<file path="src/rtl/aes_ke_pkg.sv">
package aes_ke_pkg;

  localparam int KeyW   = 128;
  localparam int HalfW  = KeyW / 2;
  localparam int ByteW  = 8;
  localparam int RoundW = 4;
  // round index, both key halves, zero padding up to whole bytes
  localparam int OutW   = ((RoundW + KeyW + ByteW - 1) / ByteW) * ByteW;

  localparam logic [RoundW-1:0] RoundsRst = 4'd10;
  localparam logic [ByteW-1:0]  RconInit  = 8'h01;

  // Multiply by x in GF(2^8) modulo x^8 + x^4 + x^3 + x + 1
  function automatic logic [ByteW-1:0] xtime(input logic [ByteW-1:0] a);
    xtime = {a[6:0], 1'b0} ^ (a[7] ? 8'h1b : 8'h00);
  endfunction

  // AES S-box: inverse in GF(2^8) followed by the affine map
  function automatic logic [ByteW-1:0] sbox(input logic [ByteW-1:0] x);
    logic [255:0][7:0] tbl;
    tbl = {
      8'h16,8'hbb,8'h54,8'hb0,8'h0f,8'h2d,8'h99,8'h41,8'h68,8'h42,8'he6,8'hbf,8'h0d,8'h89,8'ha1,8'h8c,
      8'hdf,8'h28,8'h55,8'hce,8'he9,8'h87,8'h1e,8'h9b,8'h94,8'h8e,8'hd9,8'h69,8'h11,8'h98,8'hf8,8'he1,
      8'h9e,8'h1d,8'hc1,8'h86,8'hb9,8'h57,8'h35,8'h61,8'h0e,8'hf6,8'h03,8'h48,8'h66,8'hb5,8'h3e,8'h70,
      8'h8a,8'h8b,8'hbd,8'h4b,8'h1f,8'h74,8'hdd,8'he8,8'hc6,8'hb4,8'ha6,8'h1c,8'h2e,8'h25,8'h78,8'hba,
      8'h08,8'hae,8'h7a,8'h65,8'hea,8'hf4,8'h56,8'h6c,8'ha9,8'h4e,8'hd5,8'h8d,8'h6d,8'h37,8'hc8,8'he7,
      8'h79,8'he4,8'h95,8'h91,8'h62,8'hac,8'hd3,8'hc2,8'h5c,8'h24,8'h06,8'h49,8'h0a,8'h3a,8'h32,8'he0,
      8'hdb,8'h0b,8'h5e,8'hde,8'h14,8'hb8,8'hee,8'h46,8'h88,8'h90,8'h2a,8'h22,8'hdc,8'h4f,8'h81,8'h60,
      8'h73,8'h19,8'h5d,8'h64,8'h3d,8'h7e,8'ha7,8'hc4,8'h17,8'h44,8'h97,8'h5f,8'hec,8'h13,8'h0c,8'hcd,
      8'hd2,8'hf3,8'hff,8'h10,8'h21,8'hda,8'hb6,8'hbc,8'hf5,8'h38,8'h9d,8'h92,8'h8f,8'h40,8'ha3,8'h51,
      8'ha8,8'h9f,8'h3c,8'h50,8'h7f,8'h02,8'hf9,8'h45,8'h85,8'h33,8'h4d,8'h43,8'hfb,8'haa,8'hef,8'hd0,
      8'hcf,8'h58,8'h4c,8'h4a,8'h39,8'hbe,8'hcb,8'h6a,8'h5b,8'hb1,8'hfc,8'h20,8'hed,8'h00,8'hd1,8'h53,
      8'h84,8'h2f,8'he3,8'h29,8'hb3,8'hd6,8'h3b,8'h52,8'ha0,8'h5a,8'h6e,8'h1b,8'h1a,8'h2c,8'h83,8'h09,
      8'h75,8'hb2,8'h27,8'heb,8'he2,8'h80,8'h12,8'h07,8'h9a,8'h05,8'h96,8'h18,8'hc3,8'h23,8'hc7,8'h04,
      8'h15,8'h31,8'hd8,8'h71,8'hf1,8'he5,8'ha5,8'h34,8'hcc,8'hf7,8'h3f,8'h36,8'h26,8'h93,8'hfd,8'hb7,
      8'hc0,8'h72,8'ha4,8'h9c,8'haf,8'ha2,8'hd4,8'had,8'hf0,8'h47,8'h59,8'hfa,8'h7d,8'hc9,8'h82,8'hca,
      8'h76,8'hab,8'hd7,8'hfe,8'h2b,8'h67,8'h01,8'h30,8'hc5,8'h6f,8'h6b,8'hf2,8'h7b,8'h77,8'h7c,
      8'h63};
    sbox = tbl[x];
  endfunction

endpackage

</file>
<file path="src/rtl/aes_ke_round.sv">
// One round step, one byte a cycle while step is high: the key rotates through a byte-wide
// shift line; each step one new byte enters, formed from the byte four
// places back (left neighbour word) or from the S-box of the last word.
// Sixteen steps turn the window into the next round key.
module aes_ke_round (
  input  logic                         clk,
  input  logic                         load,
  input  logic                         step,
  input  logic [aes_ke_pkg::KeyW-1:0]  key_in,
  input  logic [aes_ke_pkg::ByteW-1:0] rcon,
  output logic [aes_ke_pkg::KeyW-1:0]  key_out
);
  import aes_ke_pkg::*;

  logic [KeyW-1:0]  key_r, key_nxt;
  logic [31:0]      old_r;
  logic [3:0]       pos_r;
  logic [1:0]       sh_sel;
  logic [ByteW-1:0] sb_in, sb_out, nb;

  // byte 0 of the sliding window is at the top; new bytes enter at the bottom
  always_comb begin
    // rotated word: position p takes byte (p+1) mod 4 of the old last word
    sh_sel  = 2'd2 - pos_r[1:0];
    sb_in   = old_r[{sh_sel, 3'b000} +: ByteW];
    sb_out  = sbox(sb_in);
    if (pos_r[3:2] == 2'd0)
      nb = key_r[KeyW-1 -: ByteW] ^ sb_out ^ ((pos_r[1:0] == 2'd0) ? rcon : 8'h00);
    else
      nb = key_r[KeyW-1 -: ByteW] ^ key_r[31:24];
    key_nxt = {key_r[KeyW-ByteW-1:0], nb};
  end

  // hold a copy of the last word while the window shifts; refresh it per round
  always_ff @(posedge clk) begin
    if (load) begin
      key_r <= key_in;
      old_r <= key_in[31:0];
      pos_r <= 4'd0;
    end else if (step) begin
      key_r <= key_nxt;
      pos_r <= pos_r + 4'd1;
      if (pos_r == 4'd15) old_r <= key_nxt[31:0];
    end
  end

  assign key_out = key_r;
endmodule

</file>
<file path="src/rtl/aes128_key_expansion.sv">
// AES-128 forward key schedule. A key transfer produces num_rounds+1 round
// keys, the input key first, the last marked with out_tlast. Round keys are
// derived one byte per cycle through a byte-serial round unit with a single
// S-box, and each round key is derived in full before it is offered.
// Per key transfer the block takes the key, then offers each round key and
// derives the next after it is accepted; a stalled output holds the offer.
// A new key is taken once the last round key has been transferred. The
// round count is sampled when the key is taken.
module aes128_key_expansion (
  input  logic                          clk,
  input  logic                          rst_n,
  input  logic                          cfg_we,
  input  logic [aes_ke_pkg::RoundW-1:0] cfg_wdata,
  input  logic                          in_tvalid,
  output logic                          in_tready,
  // key_high[63:0], key_low[127:64]
  input  logic [aes_ke_pkg::KeyW-1:0]   in_tdata,
  output logic                          out_tvalid,
  input  logic                          out_tready,
  // round_index[3:0], subkey_high[67:4], subkey_low[131:68], zero pad[135:132]
  output logic [aes_ke_pkg::OutW-1:0]   out_tdata,
  output logic                          out_tlast   // final round key flag
);
  import aes_ke_pkg::*;

  typedef enum logic [1:0] {S_IDLE, S_OUT, S_RUN} state_t;

  state_t            state_r;
  logic [RoundW-1:0] rounds_r, nr_r, idx_r;
  logic [ByteW-1:0]  rc_r;
  logic [3:0]        cnt_r;
  logic              ld, stp;
  logic [KeyW-1:0]   ru_out;

  assign in_tready  = (state_r == S_IDLE);
  assign out_tvalid = (state_r == S_OUT);
  assign out_tlast  = (idx_r == nr_r);
  assign out_tdata  = {{(OutW - KeyW - RoundW){1'b0}}, ru_out[HalfW-1:0],
                       ru_out[KeyW-1:HalfW], idx_r};
  assign ld  = in_tvalid && in_tready;
  assign stp = (state_r == S_RUN);

  aes_ke_round u_round (
    .clk(clk), .load(ld), .step(stp),
    .key_in({in_tdata[HalfW-1:0], in_tdata[KeyW-1:HalfW]}), .rcon(rc_r), .key_out(ru_out)
  );

  // configuration register
  always_ff @(posedge clk) begin
    if (!rst_n) rounds_r <= RoundsRst;
    else if (cfg_we) rounds_r <= cfg_wdata;
  end

  // sequence: show a key, then derive the next in the round unit
  always_ff @(posedge clk) begin
    if (!rst_n) begin
      state_r <= S_IDLE;
      nr_r <= RoundsRst; idx_r <= '0; rc_r <= RconInit; cnt_r <= '0;
    end else begin
      unique case (state_r)
        S_IDLE: if (in_tvalid) begin
          nr_r    <= rounds_r;
          idx_r   <= '0;
          rc_r    <= RconInit;
          state_r <= S_OUT;
        end
        S_OUT: if (out_tready) begin
          if (idx_r == nr_r) state_r <= S_IDLE;
          else begin
            cnt_r   <= '0;
            state_r <= S_RUN;
          end
        end
        S_RUN: begin
          cnt_r <= cnt_r + 4'd1;
          if (cnt_r == 4'd15) begin
            idx_r   <= idx_r + 4'd1;
            rc_r    <= xtime(rc_r);
            state_r <= S_OUT;
          end
        end
        default: state_r <= S_IDLE;
      endcase
    end
  end

  // assertions
  a_excl: assert property (@(posedge clk) disable iff (!rst_n)
    !(in_tready && out_tvalid)) else $error("both sides busy");
  a_last_idle: assert property (@(posedge clk) disable iff (!rst_n)
    out_tvalid && out_tready && out_tlast |=> in_tready) else $error("no return to idle");
  a_hold: assert property (@(posedge clk) disable iff (!rst_n)
    out_tvalid && !out_tready |=> out_tvalid && $stable(out_tdata) && $stable(out_tlast))
    else $error("result changed while stalled");
  a_run_len: assert property (@(posedge clk) disable iff (!rst_n)
    $fell(state_r == S_RUN) |-> out_tvalid) else $error("run ended elsewhere");
endmodule

</file>
<file path="config.mk">
export PLATFORM = sky130hd
export DESIGN_NAME = aes128_key_expansion
export DESIGN_NICKNAME = d
export VERILOG_FILES = /design/src/rtl/aes_ke_pkg.sv /design/src/rtl/aes_ke_round.sv /design/src/rtl/aes128_key_expansion.sv
export SDC_FILE = /design/constraint.sdc
export NUM_CORES = 1
export LEC_CHECK = 0
export ABC_AREA = 1
export BUFFER_PORTS_ARGS = -buffer_cell sky130_fd_sc_hd__buf_2
export CORE_MARGIN = 4
export CORE_UTILIZATION = 50
export CTS_CLUSTER_DIAMETER = 150
export DETAILED_ROUTE_END_ITERATION = 10
export PLACE_DENSITY = 0.78
export SLEW_MARGIN = 10
export SYNTH_ARGS = -nofsm -noshare
export SYNTH_HDL_FRONTEND = slang
export SYNTH_SLANG_ARGS = --single-unit
</file>
<file path="constraint.sdc">
create_clock -name clk -period 4.75 [get_ports clk]
set_clock_uncertainty 0.05 [all_clocks]
set_input_delay 0.95 -clock clk [delete_from_list [all_inputs] [get_ports clk]]
set_output_delay 0.95 -clock clk [all_outputs]
set_load 0.02 [all_outputs]
</file>
==> flow_summary.yaml, run 1 <==
place:
  dpl_cell_area_um2: 13200
  gp_congestion: 1.06
  io_buffers: 271
  place_hpwl_um: 34200
sta:
  slew-limit-headroom_pct: 26.4
  fin_crit_sh_pct: 86.8
  setup_tns_ps: 0
  slew_viol_final: 0
  clock.fmax_mhz: 242
  post-route-min-period_ps: 4130
  rsz0062_at_grt: "no"
  hold_viol: 0
  finalSetupViolations: 0
  worst_pin_slew_ps: 1100
critical_path:
  cpMostUsedCell: "nand3_1"
  crit_required_ps: 4840
  critPathSlowestCell: "nand3_1"
  slowest_delay_ps: 580
  arrival_ps: 4210
  crit_path_max_fanout: 17
  rrSetupSlack_ps: 620
  critPathLaunchType: "flop"
  crit_type: "flop to flop"
  path_cells: "inv_1 > ha_1 > inv_2 > nand3_1 > nand2_2 > ha_1 > inv_1 > nand3_1 > nand3_1 > nand3_1 > nand3_1 > nand3_1 > nand3_1 > nand2_1 > nand2_1 > nand3_1 > nand2_1 > nand2_1"
  endpoint_kind: "flop"
finish:
  layout_common_cells: "669 x nand2_1, 348 x nand3_1, 271 x buf_2, 160 x edfxtp_1, 54 x inv_1"
  postLayoutCellArea_um2: 13800
  fin_nets: 1954
  layout_commonest_cell: "nand2_1"
  multiInputGateArea_um2: 5520
  area_growth_pct: 18.9
  seqCellArea_um2: 5410
  drive_gt1_share_pct: 20.6
  n_fill_cell: 2084
floorplanning:
  die_height_um: 161
  design.die.area_um2: 25800
  dieWidth_um: 161
  rows: 55
  coreArea_um2: 22800
  num_io_pins: 276
  start_util_pct: 51.1
synth:
  ys_async_sr_fraction_pct: 0
  synth_top_cells_by_area: "edfxtp_1 41%, nand2_1 22%, nand3_1 15%"
  syn_inst: 1571
  yosys.cell_types.count: 36
  synth_top_cell_by_area: "edfxtp_1"
  synthFlopType: "edfxtp_1"
  synth_seq_area_share_pct: 46.5
  synth_warnings: 0
  syn_area_um2: 11600
  synth_edf_count: 160
  yosysTopAreaCellShare_pct: 41.3
  syn_area_per_cell_um2: 7.41
  ys_ff_latch: 190
routing:
  drt_wl_total_um: 47100
  dr.pass1.iters: 6
  wl_per_cell_um: 22.1
  ant_nets: 0
  drt-initial-drc-count: 1771
  vias_per_cell: 5.79
  post-route-drc-count: 0
  via_count: 12300
clock_tree:
  cts_tree: "done"
  clkSlewWorstSetupHoldPaths_ps: 90
  clk_latency_ps: 450
  cts_root_buf: "clkbuf_16"
  post_cts_resize_count: 0
  cts_max_level: 4
  cts_max_path_buffers: 2
  ctsHoldBuffers: 0
  post-cts-setup-buffer-count: 0
  cts_buffers: 17
  cts.sinks: 190
power_and_ir_drop:
  ir_drop_uv: 319
  p_seq_share_pct: 30.3
  pwr-share-comb_pct: 50.1
  clkPwrFrac_pct: 19.7
  internal_power_mw: 3.94
  p_per_area_nw_per_um2: 549
  netSwitchingPower_mw: 3.66
  p_sw_share_pct: 48.1
  leakage_nw: 6.76
global_route:
  grt_pass1_wl_um: 70100
  grt_pass1_vias: 11800
  antenna_found_initial: 1
  grt_max_degree: 129
  gr-total-overflow: 0
  grt_usage_pct: 35.5
flow_run:
  cap_viol_max_count: 0
run_status:
  status: "complete, no violations"
worst_hold_path:
  min_path_type: "flop to flop"
## flip-flops by register name, indices dropped and copies added, names as in the netlist
register	cells
u_round.key_out	128
u_round.old_r	32
rc_r	8
cnt_r	4
idx_r	4
nr_r	4
rounds_r	4
u_round.pos_r	4
state_r	2
## worst max-delay path: cells and delay by family (launching register included)
family                     cells  cell delay, ps
and+or+nand+nor               13            2040
DFF                            1             410
buffers and inverters          3             400
adders and majority gates      2             900
## final timing paths
check                                      from                            to  cells past startpoint
setup / recovery  u_round.pos_r[1]$_SDFFE_PP0P_  u_round.key_out[6]$_DFFE_PP_                     18
hold / removal         rounds_r[1]$_SDFFE_PN1P_          nr_r[1]$_SDFFE_PN1P_                      2
setup reg to reg  u_round.pos_r[1]$_SDFFE_PP0P_  u_round.key_out[6]$_DFFE_PP_                     18
hold reg to reg        rounds_r[1]$_SDFFE_PN1P_          nr_r[1]$_SDFFE_PN1P_                      2
## power groups by stage
stage               logic, mW  registers (mW)  clock network, mW
floorplan                2.31            2.47                  0
global placement         3.72            2.33                  0
detailed placement       3.68            2.32                  0
CTS                      3.70            2.30               1.51
global route             4.11            2.32               1.56
finish                   3.81            2.30               1.49
## stage by stage
step | cells | utilization (%) | hold slack (ps) | total power [mW] | worst slack, ps
finish | 2126 | 60.8 | 407 | 7.60 | 625
global route | 2126 | 60.8 | 440 | 7.99 | 359
CTS | 2125 | 60.7 | 410 | 7.50 | 811
detailed placement | 2093 | 58.1 | 395 | 6.01 | 873
global placement | 2093 | 58.1 | 396 | 6.05 | 877
floorplan | 1574 | - | 379 | 4.78 | 1130
## cell type report
class                           count  share of cell area [%]
Tap cell                          313                    2.83
Inverter                           64                    1.75
Timing Repair Buffer              307                    12.0
Clock inverter                     15                    1.37
Multi-Input combinational cell   1219                    39.9
Sequential cell                   190                    39.1
Clock buffer                       17                    3.07
Antenna cell                        1                  0.0181
## cells in the mapped netlist, types with 7 or more instances
cell	n
ha_1	18
buf_2	40
nand2_2	11
nand3_1	348
xor2_1	15
o21ai_0	21
dfxtp_1	30
inv_2	7
nand2_1	672
inv_1	54
nor2_1	52
a21oi_1	33
edfxtp_1	160
buf_4	14
clkbuf_1	41
## logic make-up (layout without fill, tap and decap cells)
| kind of cell | Yosys count | in the layout | share of synthesized area [%] |
|---|---|---|---|
| and+or+nand+nor | 1113 | 1113 | 40.7 |
| DFF | 190 | 190 | 46.5 |
| buffers and inverters | 165 | 403 | 6.46 |
| AOI/OAI and AO/OA | 68 | 68 | 3.17 |
| adders and majority gates | 18 | 18 | 1.94 |
| xor gates and xnor gates | 16 | 16 | 1.20 |
| other | 1 | 5 | 0.0322 |
## layer usage
layer  routed length (um)  global-route usage (%)  part of all wire (%)  up-vias
li1                     -                       -                     -     5660
met1                18300                    46.3                    39     5748
met2                21500                    56.0                    46      770
met3                 4970                    8.80                    11      132
met4                 2220                    16.6                   4.7        0
met5                    0                       0                     0        -
(Power assumes the default switching activity.)
==> inputs of run 2 (changes only) <==
--- a/config.mk
+++ b/config.mk
@@ -6,12 +6,14 @@
 export NUM_CORES = 1
 export LEC_CHECK = 0
 export ABC_AREA = 1
+export ABC_CLOCK_PERIOD_IN_PS = 4750
 export BUFFER_PORTS_ARGS = -buffer_cell sky130_fd_sc_hd__buf_2
 export CORE_MARGIN = 4
 export CORE_UTILIZATION = 50
 export CTS_CLUSTER_DIAMETER = 150
 export DETAILED_ROUTE_END_ITERATION = 10
 export PLACE_DENSITY = 0.78
+export RECOVER_POWER = 25
 export SLEW_MARGIN = 10
 export SYNTH_ARGS = -nofsm -noshare
 export SYNTH_HDL_FRONTEND = slang
==> run 2 against run 1 <==
Effect of this change: utilization down 0.65 points; the run now ends with max-capacitance violations, max-slew violations left; clock-buffer cell count unchanged; final area down 1.1%; final cell count unchanged.
==> flow_summary.yaml, run 2 (same netlist as run 1, synthesis figures left out) <==
run_status:
  status: "finished, violations left"
  violations: "max-capacitance violations, max-slew violations"
critical_path:
  critPathLaunchType: "flop"
  crit_type: "flop to flop"
  rrSetupSlack_ps: 670
  slowest_delay_ps: 570
  critPathSlowestCell: "nand3_1"
  r2r_start: "u_round.pos_r[1]$_SDFFE_PP0P_"
  endpoint_kind: "flop"
  reg2reg_to: "u_round.key_out[6]$_DFFE_PP_"
  rr_worst_depth: 18
  cpMostUsedCell: "nand3_1"
  arrival_ps: 4170
  crit_required_ps: 4840
  crit_path_max_fanout: 17
  path_cells: "inv_1 > ha_1 > inv_2 > nand3_1 > nand2_2 > ha_1 > inv_1 > nand3_1 > nand3_1 > nand3_1 > nand3_1 > nand3_1 > nand3_1 > nand2_1 > nand2_1 > nand3_1 > nand2_1 > nand2_1"
finish:
  postLayoutCellArea_um2: 13700
  largest_reg_flops: 128
  area_growth_pct: 17.7
  layout_common_cells: "670 x nand2_1, 348 x nand3_1, 160 x edfxtp_1, 159 x buf_2, 112 x clkbuf_1"
  layout_commonest_cell: "nand2_1"
  drive_gt1_share_pct: 14.4
  fin_nets: 1954
sta:
  clock.fmax_mhz: 245
  fin_crit_sh_pct: 85.9
  hold_viol: 0
  timing.hold.ws_ps: 405
  slew-limit-headroom_pct: -31.9
  finalSetupViolations: 0
  worst_pin_slew_ps: 1970
  post-route-min-period_ps: 4080
  rsz0062_at_grt: "no"
  slew_viol_final: 44
  setup_tns_ps: 0
floorplanning:
  start_util_pct: 51.1
  coreArea_um2: 22800
  rows: 55
  die_height_um: 161
  dieWidth_um: 161
  num_io_pins: 276
  design.die.area_um2: 25800
clock_tree:
  clk_latency_ps: 440
  clkSlewWorstSetupHoldPaths_ps: 90
  cts_max_level: 4
  cts.sinks: 190
  cts_max_path_buffers: 2
  cts_tree: "done"
  post_cts_resize_count: 0
  cts_root_buf: "clkbuf_16"
  cts_buffers: 17
  post-cts-setup-buffer-count: 0
  ctsHoldBuffers: 0
power_and_ir_drop:
  ir_drop_uv: 315
  leakage_nw: 6.43
  p_per_area_nw_per_um2: 553
global_route:
  antenna_found_initial: 1
  grt_pass1_wl_um: 70100
  grt_pass1_vias: 11800
  grt_max_degree: 129
  grt_usage_pct: 35.5
  gr-total-overflow: 0
worst_hold_path:
  min_path_type: "flop to flop"
  holdPathStages: 2
  min_from: "rounds_r[1]$_SDFFE_PN1P_"
  hold_path_end: "nr_r[1]$_SDFFE_PN1P_"
routing:
  drt_wl_total_um: 47100
  dr.pass1.iters: 6
  post-route-drc-count: 0
  via_count: 12300
  wl_per_cell_um: 22.1
  ant_nets: 0
  drt-initial-drc-count: 1739
  vias_per_cell: 5.78
flow_run:
  cap_viol_max_count: 1
place:
  place_hpwl_um: 34200
  dpl_cell_area_um2: 13200
  gp_congestion: 1.06
  io_buffers: 271
==> run 2: final cells by class <==
cell class | count | area (um^2)
Tap cell | 313 | 392
Multi-Input combinational cell | 1219 | 5510
Inverter | 64 | 243
Sequential cell | 190 | 5410
Clock buffer | 17 | 425
Antenna cell | 1 | 2.50
Fill cell | 2151 | 9090
Timing Repair Buffer | 307 | 1520
Clock inverter | 15 | 189
==> run 2: how the worst max path moves through the flow <==
stage,from,to,slack [ps],cells past startpoint
final,u_round.pos_r[1]$_SDFFE_PP0P_,u_round.key_out[6]$_DFFE_PP_,670,18
after global routing,u_round.pos_r[1]$_SDFFE_PP0P_,u_round.key_out[1]$_DFFE_PP_,360,18
after detailed placement,u_round.pos_r[1]$_SDFFE_PP0P_,u_round.key_out[7]$_DFFE_PP_,870,19
after floorplan,in_tvalid,u_round.key_out[0]$_DFFE_PP_,1130,4
after CTS,u_round.pos_r[1]$_SDFFE_PP0P_,u_round.old_r[0]$_DFFE_PP_,810,19
after global placement,u_round.pos_r[1]$_SDFFE_PP0P_,u_round.key_out[7]$_DFFE_PP_,880,19
==> run 2: worst max-delay path, delay by kind of cell, from the launching register on <==
kind | cells | cell delay [ps]
buffers and inverters | 3 | 390
AND/OR/NAND/NOR | 13 | 2020
flip-flops | 1 | 400
adder cells (fa/ha/maj) | 2 | 900
==> run 2: power by group <==
| group | total [mW] | switching, mW | internal, mW |
|---|---|---|---|
| combinational | 3.78 | 2.71 | 1.06 |
| clock | 1.50 | 0.777 | 0.719 |
| sequential | 2.31 | 0.174 | 2.13 |
| total | 7.58 | 3.66 | 3.91 |
==> run 2: metal layers <==
metal	GRT usage (%)	vias to the layer above	routed length (um)
met3	8.80	122	5210
met5	0	-	0
li1	-	5662	-
met2	56.0	793	21500
met4	16.6	0	2190
met1	46.3	5721	18200
==> run 2: metrics by stage <==
stage | cells | setup slack (ps) | power (mW) | util, %
6_report | 2126 | 671 | 7.58 | 60.1
5_1_grt | 2126 | 359 | 7.97 | 60.1
4_1_cts | 2125 | 811 | 7.50 | 60.7
3_5_place_dp | 2093 | 873 | 6.01 | 58.1
3_3_place_gp | 2093 | 877 | 6.05 | 58.1
2_1_floorplan | 1574 | 1130 | 4.78 | -
==> inputs of run 3 (changes only) <==
--- a/config.mk
+++ b/config.mk
@@ -12,7 +12,7 @@
 export CORE_UTILIZATION = 50
 export CTS_CLUSTER_DIAMETER = 150
 export DETAILED_ROUTE_END_ITERATION = 10
-export PLACE_DENSITY = 0.78
+export PLACE_DENSITY = 0.79
 export RECOVER_POWER = 25
 export SLEW_MARGIN = 10
 export SYNTH_ARGS = -nofsm -noshare
==> run 3 against run 2 <==
Effect of this change: the flow still finishes with violations (max-capacitance violations, max-slew violations); final cell count fell by 0.52%; wire length fell by 1.8%; clock-buffer cell count did not move; critical path depth did not move; sequential power barely moved; combinational power fell by 1%; non-clock buffer count fell by 10; final area fell by 0.46%; highest routed layer unchanged.
==> flow_summary.yaml, run 3 (same netlist as run 1, synthesis figures left out) <==
run_status:
  status: "finished, violations left"
  violations: "max-capacitance violations, max-slew violations"
global_route:
  grt_pass1_vias: 11800
  grt_max_degree: 129
  grt_usage_pct: 34.8
  grt_pass1_wl_um: 69300
  gr-total-overflow: 0
  antenna_found_initial: 0
routing:
  drt-initial-drc-count: 1675
  post-route-drc-count: 0
  dr.pass1.iters: 6
  wl_per_cell_um: 21.8
  vias_per_cell: 5.86
  via_count: 12400
  ant_nets: 0
  drt_wl_total_um: 46200
clock_tree:
  ctsHoldBuffers: 0
  cts_buffers: 17
  clk_latency_ps: 450
  cts_tree: "done"
  post_cts_resize_count: 0
  clkSlewWorstSetupHoldPaths_ps: 80
  cts_max_level: 4
  cts_root_buf: "clkbuf_16"
  cts_max_path_buffers: 2
  post-cts-setup-buffer-count: 0
  cts.sinks: 190
place:
  io_buffers: 271
  place_hpwl_um: 33400
  dp_cells: 2083
  place_ws_ps: 817
  gp_congestion: 1.06
sta:
  worst_pin_slew_ps: 2110
  clock.fmax_mhz: 243
  slew_viol_final: 57
  fin_crit_sh_pct: 86.6
  setup_ws_ps: 636
  rsz0062_at_grt: "no"
  setup_tns_ps: 0
  hold_viol: 0
  slew-limit-headroom_pct: -41.1
  post-route-min-period_ps: 4110
  finalSetupViolations: 0
floorplanning:
  coreArea_um2: 22800
  design.die.area_um2: 25800
  dieWidth_um: 161
  start_util_pct: 51.1
  num_io_pins: 276
  rows: 55
  die_height_um: 161
worst_hold_path:
  holdPathStages: 2
  hold_path_end: "rounds_r[1]$_SDFFE_PN1P_"
  min_path_type: "flop to flop"
  min_from: "rounds_r[1]$_SDFFE_PN1P_"
power_and_ir_drop:
  p_per_area_nw_per_um2: 553
  ir_drop_uv: 317
  leakage_nw: 6.47
  total_power_mw: 7.54
finish:
  drive_gt1_share_pct: 15.7
  layout_commonest_cell: "nand2_1"
  antenna_cells: 0
  largest_reg_flops: 128
  area_growth_pct: 17.1
  fin_nets: 1944
  layoutNonFillerInstCount: 2115
  layout_common_cells: "670 x nand2_1, 348 x nand3_1, 194 x buf_2, 160 x edfxtp_1, 78 x clkbuf_1"
critical_path:
  r2r_start: "u_round.pos_r[1]$_SDFFE_PP0P_"
  crit_path_max_fanout: 17
  crit_type: "flop to flop"
  crit_required_ps: 4860
  rr_worst_depth: 18
  endpoint_kind: "flop"
  rrSetupSlack_ps: 640
  arrival_ps: 4220
  critPathLaunchType: "flop"
  reg2reg_to: "u_round.old_r[3]$_DFFE_PP_"
flow_run:
  cap_viol_max_count: 1
## run 3: cell types whose count changed in the layout (fill, tap and decap cells not counted), sizes merged
cell / change
clkbuf: -34
buf: +24
clkinv: -3
inv: +2
clkinvlp: +1
diode: -1
## run 3: worst max path at each step
| stage | startpoint | to |
|---|---|---|
| floorplan | in_tvalid | u_round.key_out[0]$_DFFE_PP_ |
| CTS | u_round.pos_r[1]$_SDFFE_PP0P_ | u_round.key_out[0]$_DFFE_PP_ |
| global route | u_round.pos_r[1]$_SDFFE_PP0P_ | u_round.old_r[3]$_DFFE_PP_ |
| finish | u_round.pos_r[1]$_SDFFE_PP0P_ | u_round.old_r[3]$_DFFE_PP_ |
| detailed placement | u_round.pos_r[1]$_SDFFE_PP0P_ | u_round.key_out[3]$_DFFE_PP_ |
| global placement | u_round.pos_r[1]$_SDFFE_PP0P_ | u_round.key_out[3]$_DFFE_PP_ |
## run 3: final cells by class
cell class,instances,area (um^2)
Clock buffer,17,425
Clock inverter,15,163
Fill cell,2120,9150
Inverter,64,241
Multi-Input combinational cell,1219,5510
Sequential cell,190,5410
Tap cell,313,392
Timing Repair Buffer,297,1490
## run 3: stage by stage
stage / hold WS [ps] / util (%) / instance area [um^2]
3_3_place_gp: 396 / 57.7 / 13100
5_1_grt: 435 / 59.8 / 13600
4_1_cts: 420 / 60.3 / 13700
2_1_floorplan: 379 / - / 11600
6_report: 417 / 59.8 / 13600
3_5_place_dp: 399 / 57.7 / 13100
## run 3: worst max-delay path: stages, from the launching register on
cell and delay [ps]:
dfxtp_1 420, inv_1 70, ha_1 520, inv_2 230, nand3_1 160, nand2_2 190, ha_1 400, inv_1 110
nand3_1 510, nand3_1 330, nand3_1 110, nand2_1 80, nand2_1 50, nand3_1 90, nand3_1 150, nand3_1 130
nand3_1 70, nand2_1 70, nand2_1 90
## run 3: power by group
group	switching [mW]	internal (mW)	total, mW	leakage (nW)
Sequential	0.193	2.13	2.33	1.80
Clock	0.765	0.710	1.47	0.284
Combinational	2.69	1.04	3.74	4.38
Total	3.65	3.89	7.54	6.47
## run 3: routing by layer
layer	vias up	GRT usage (%)	wire length, um
met3	133	9.24	5290
met4	0	15.0	2290
met1	5778	46.5	18000
met5	-	0	0
li1	5635	-	-
met2	849	53.7	20600
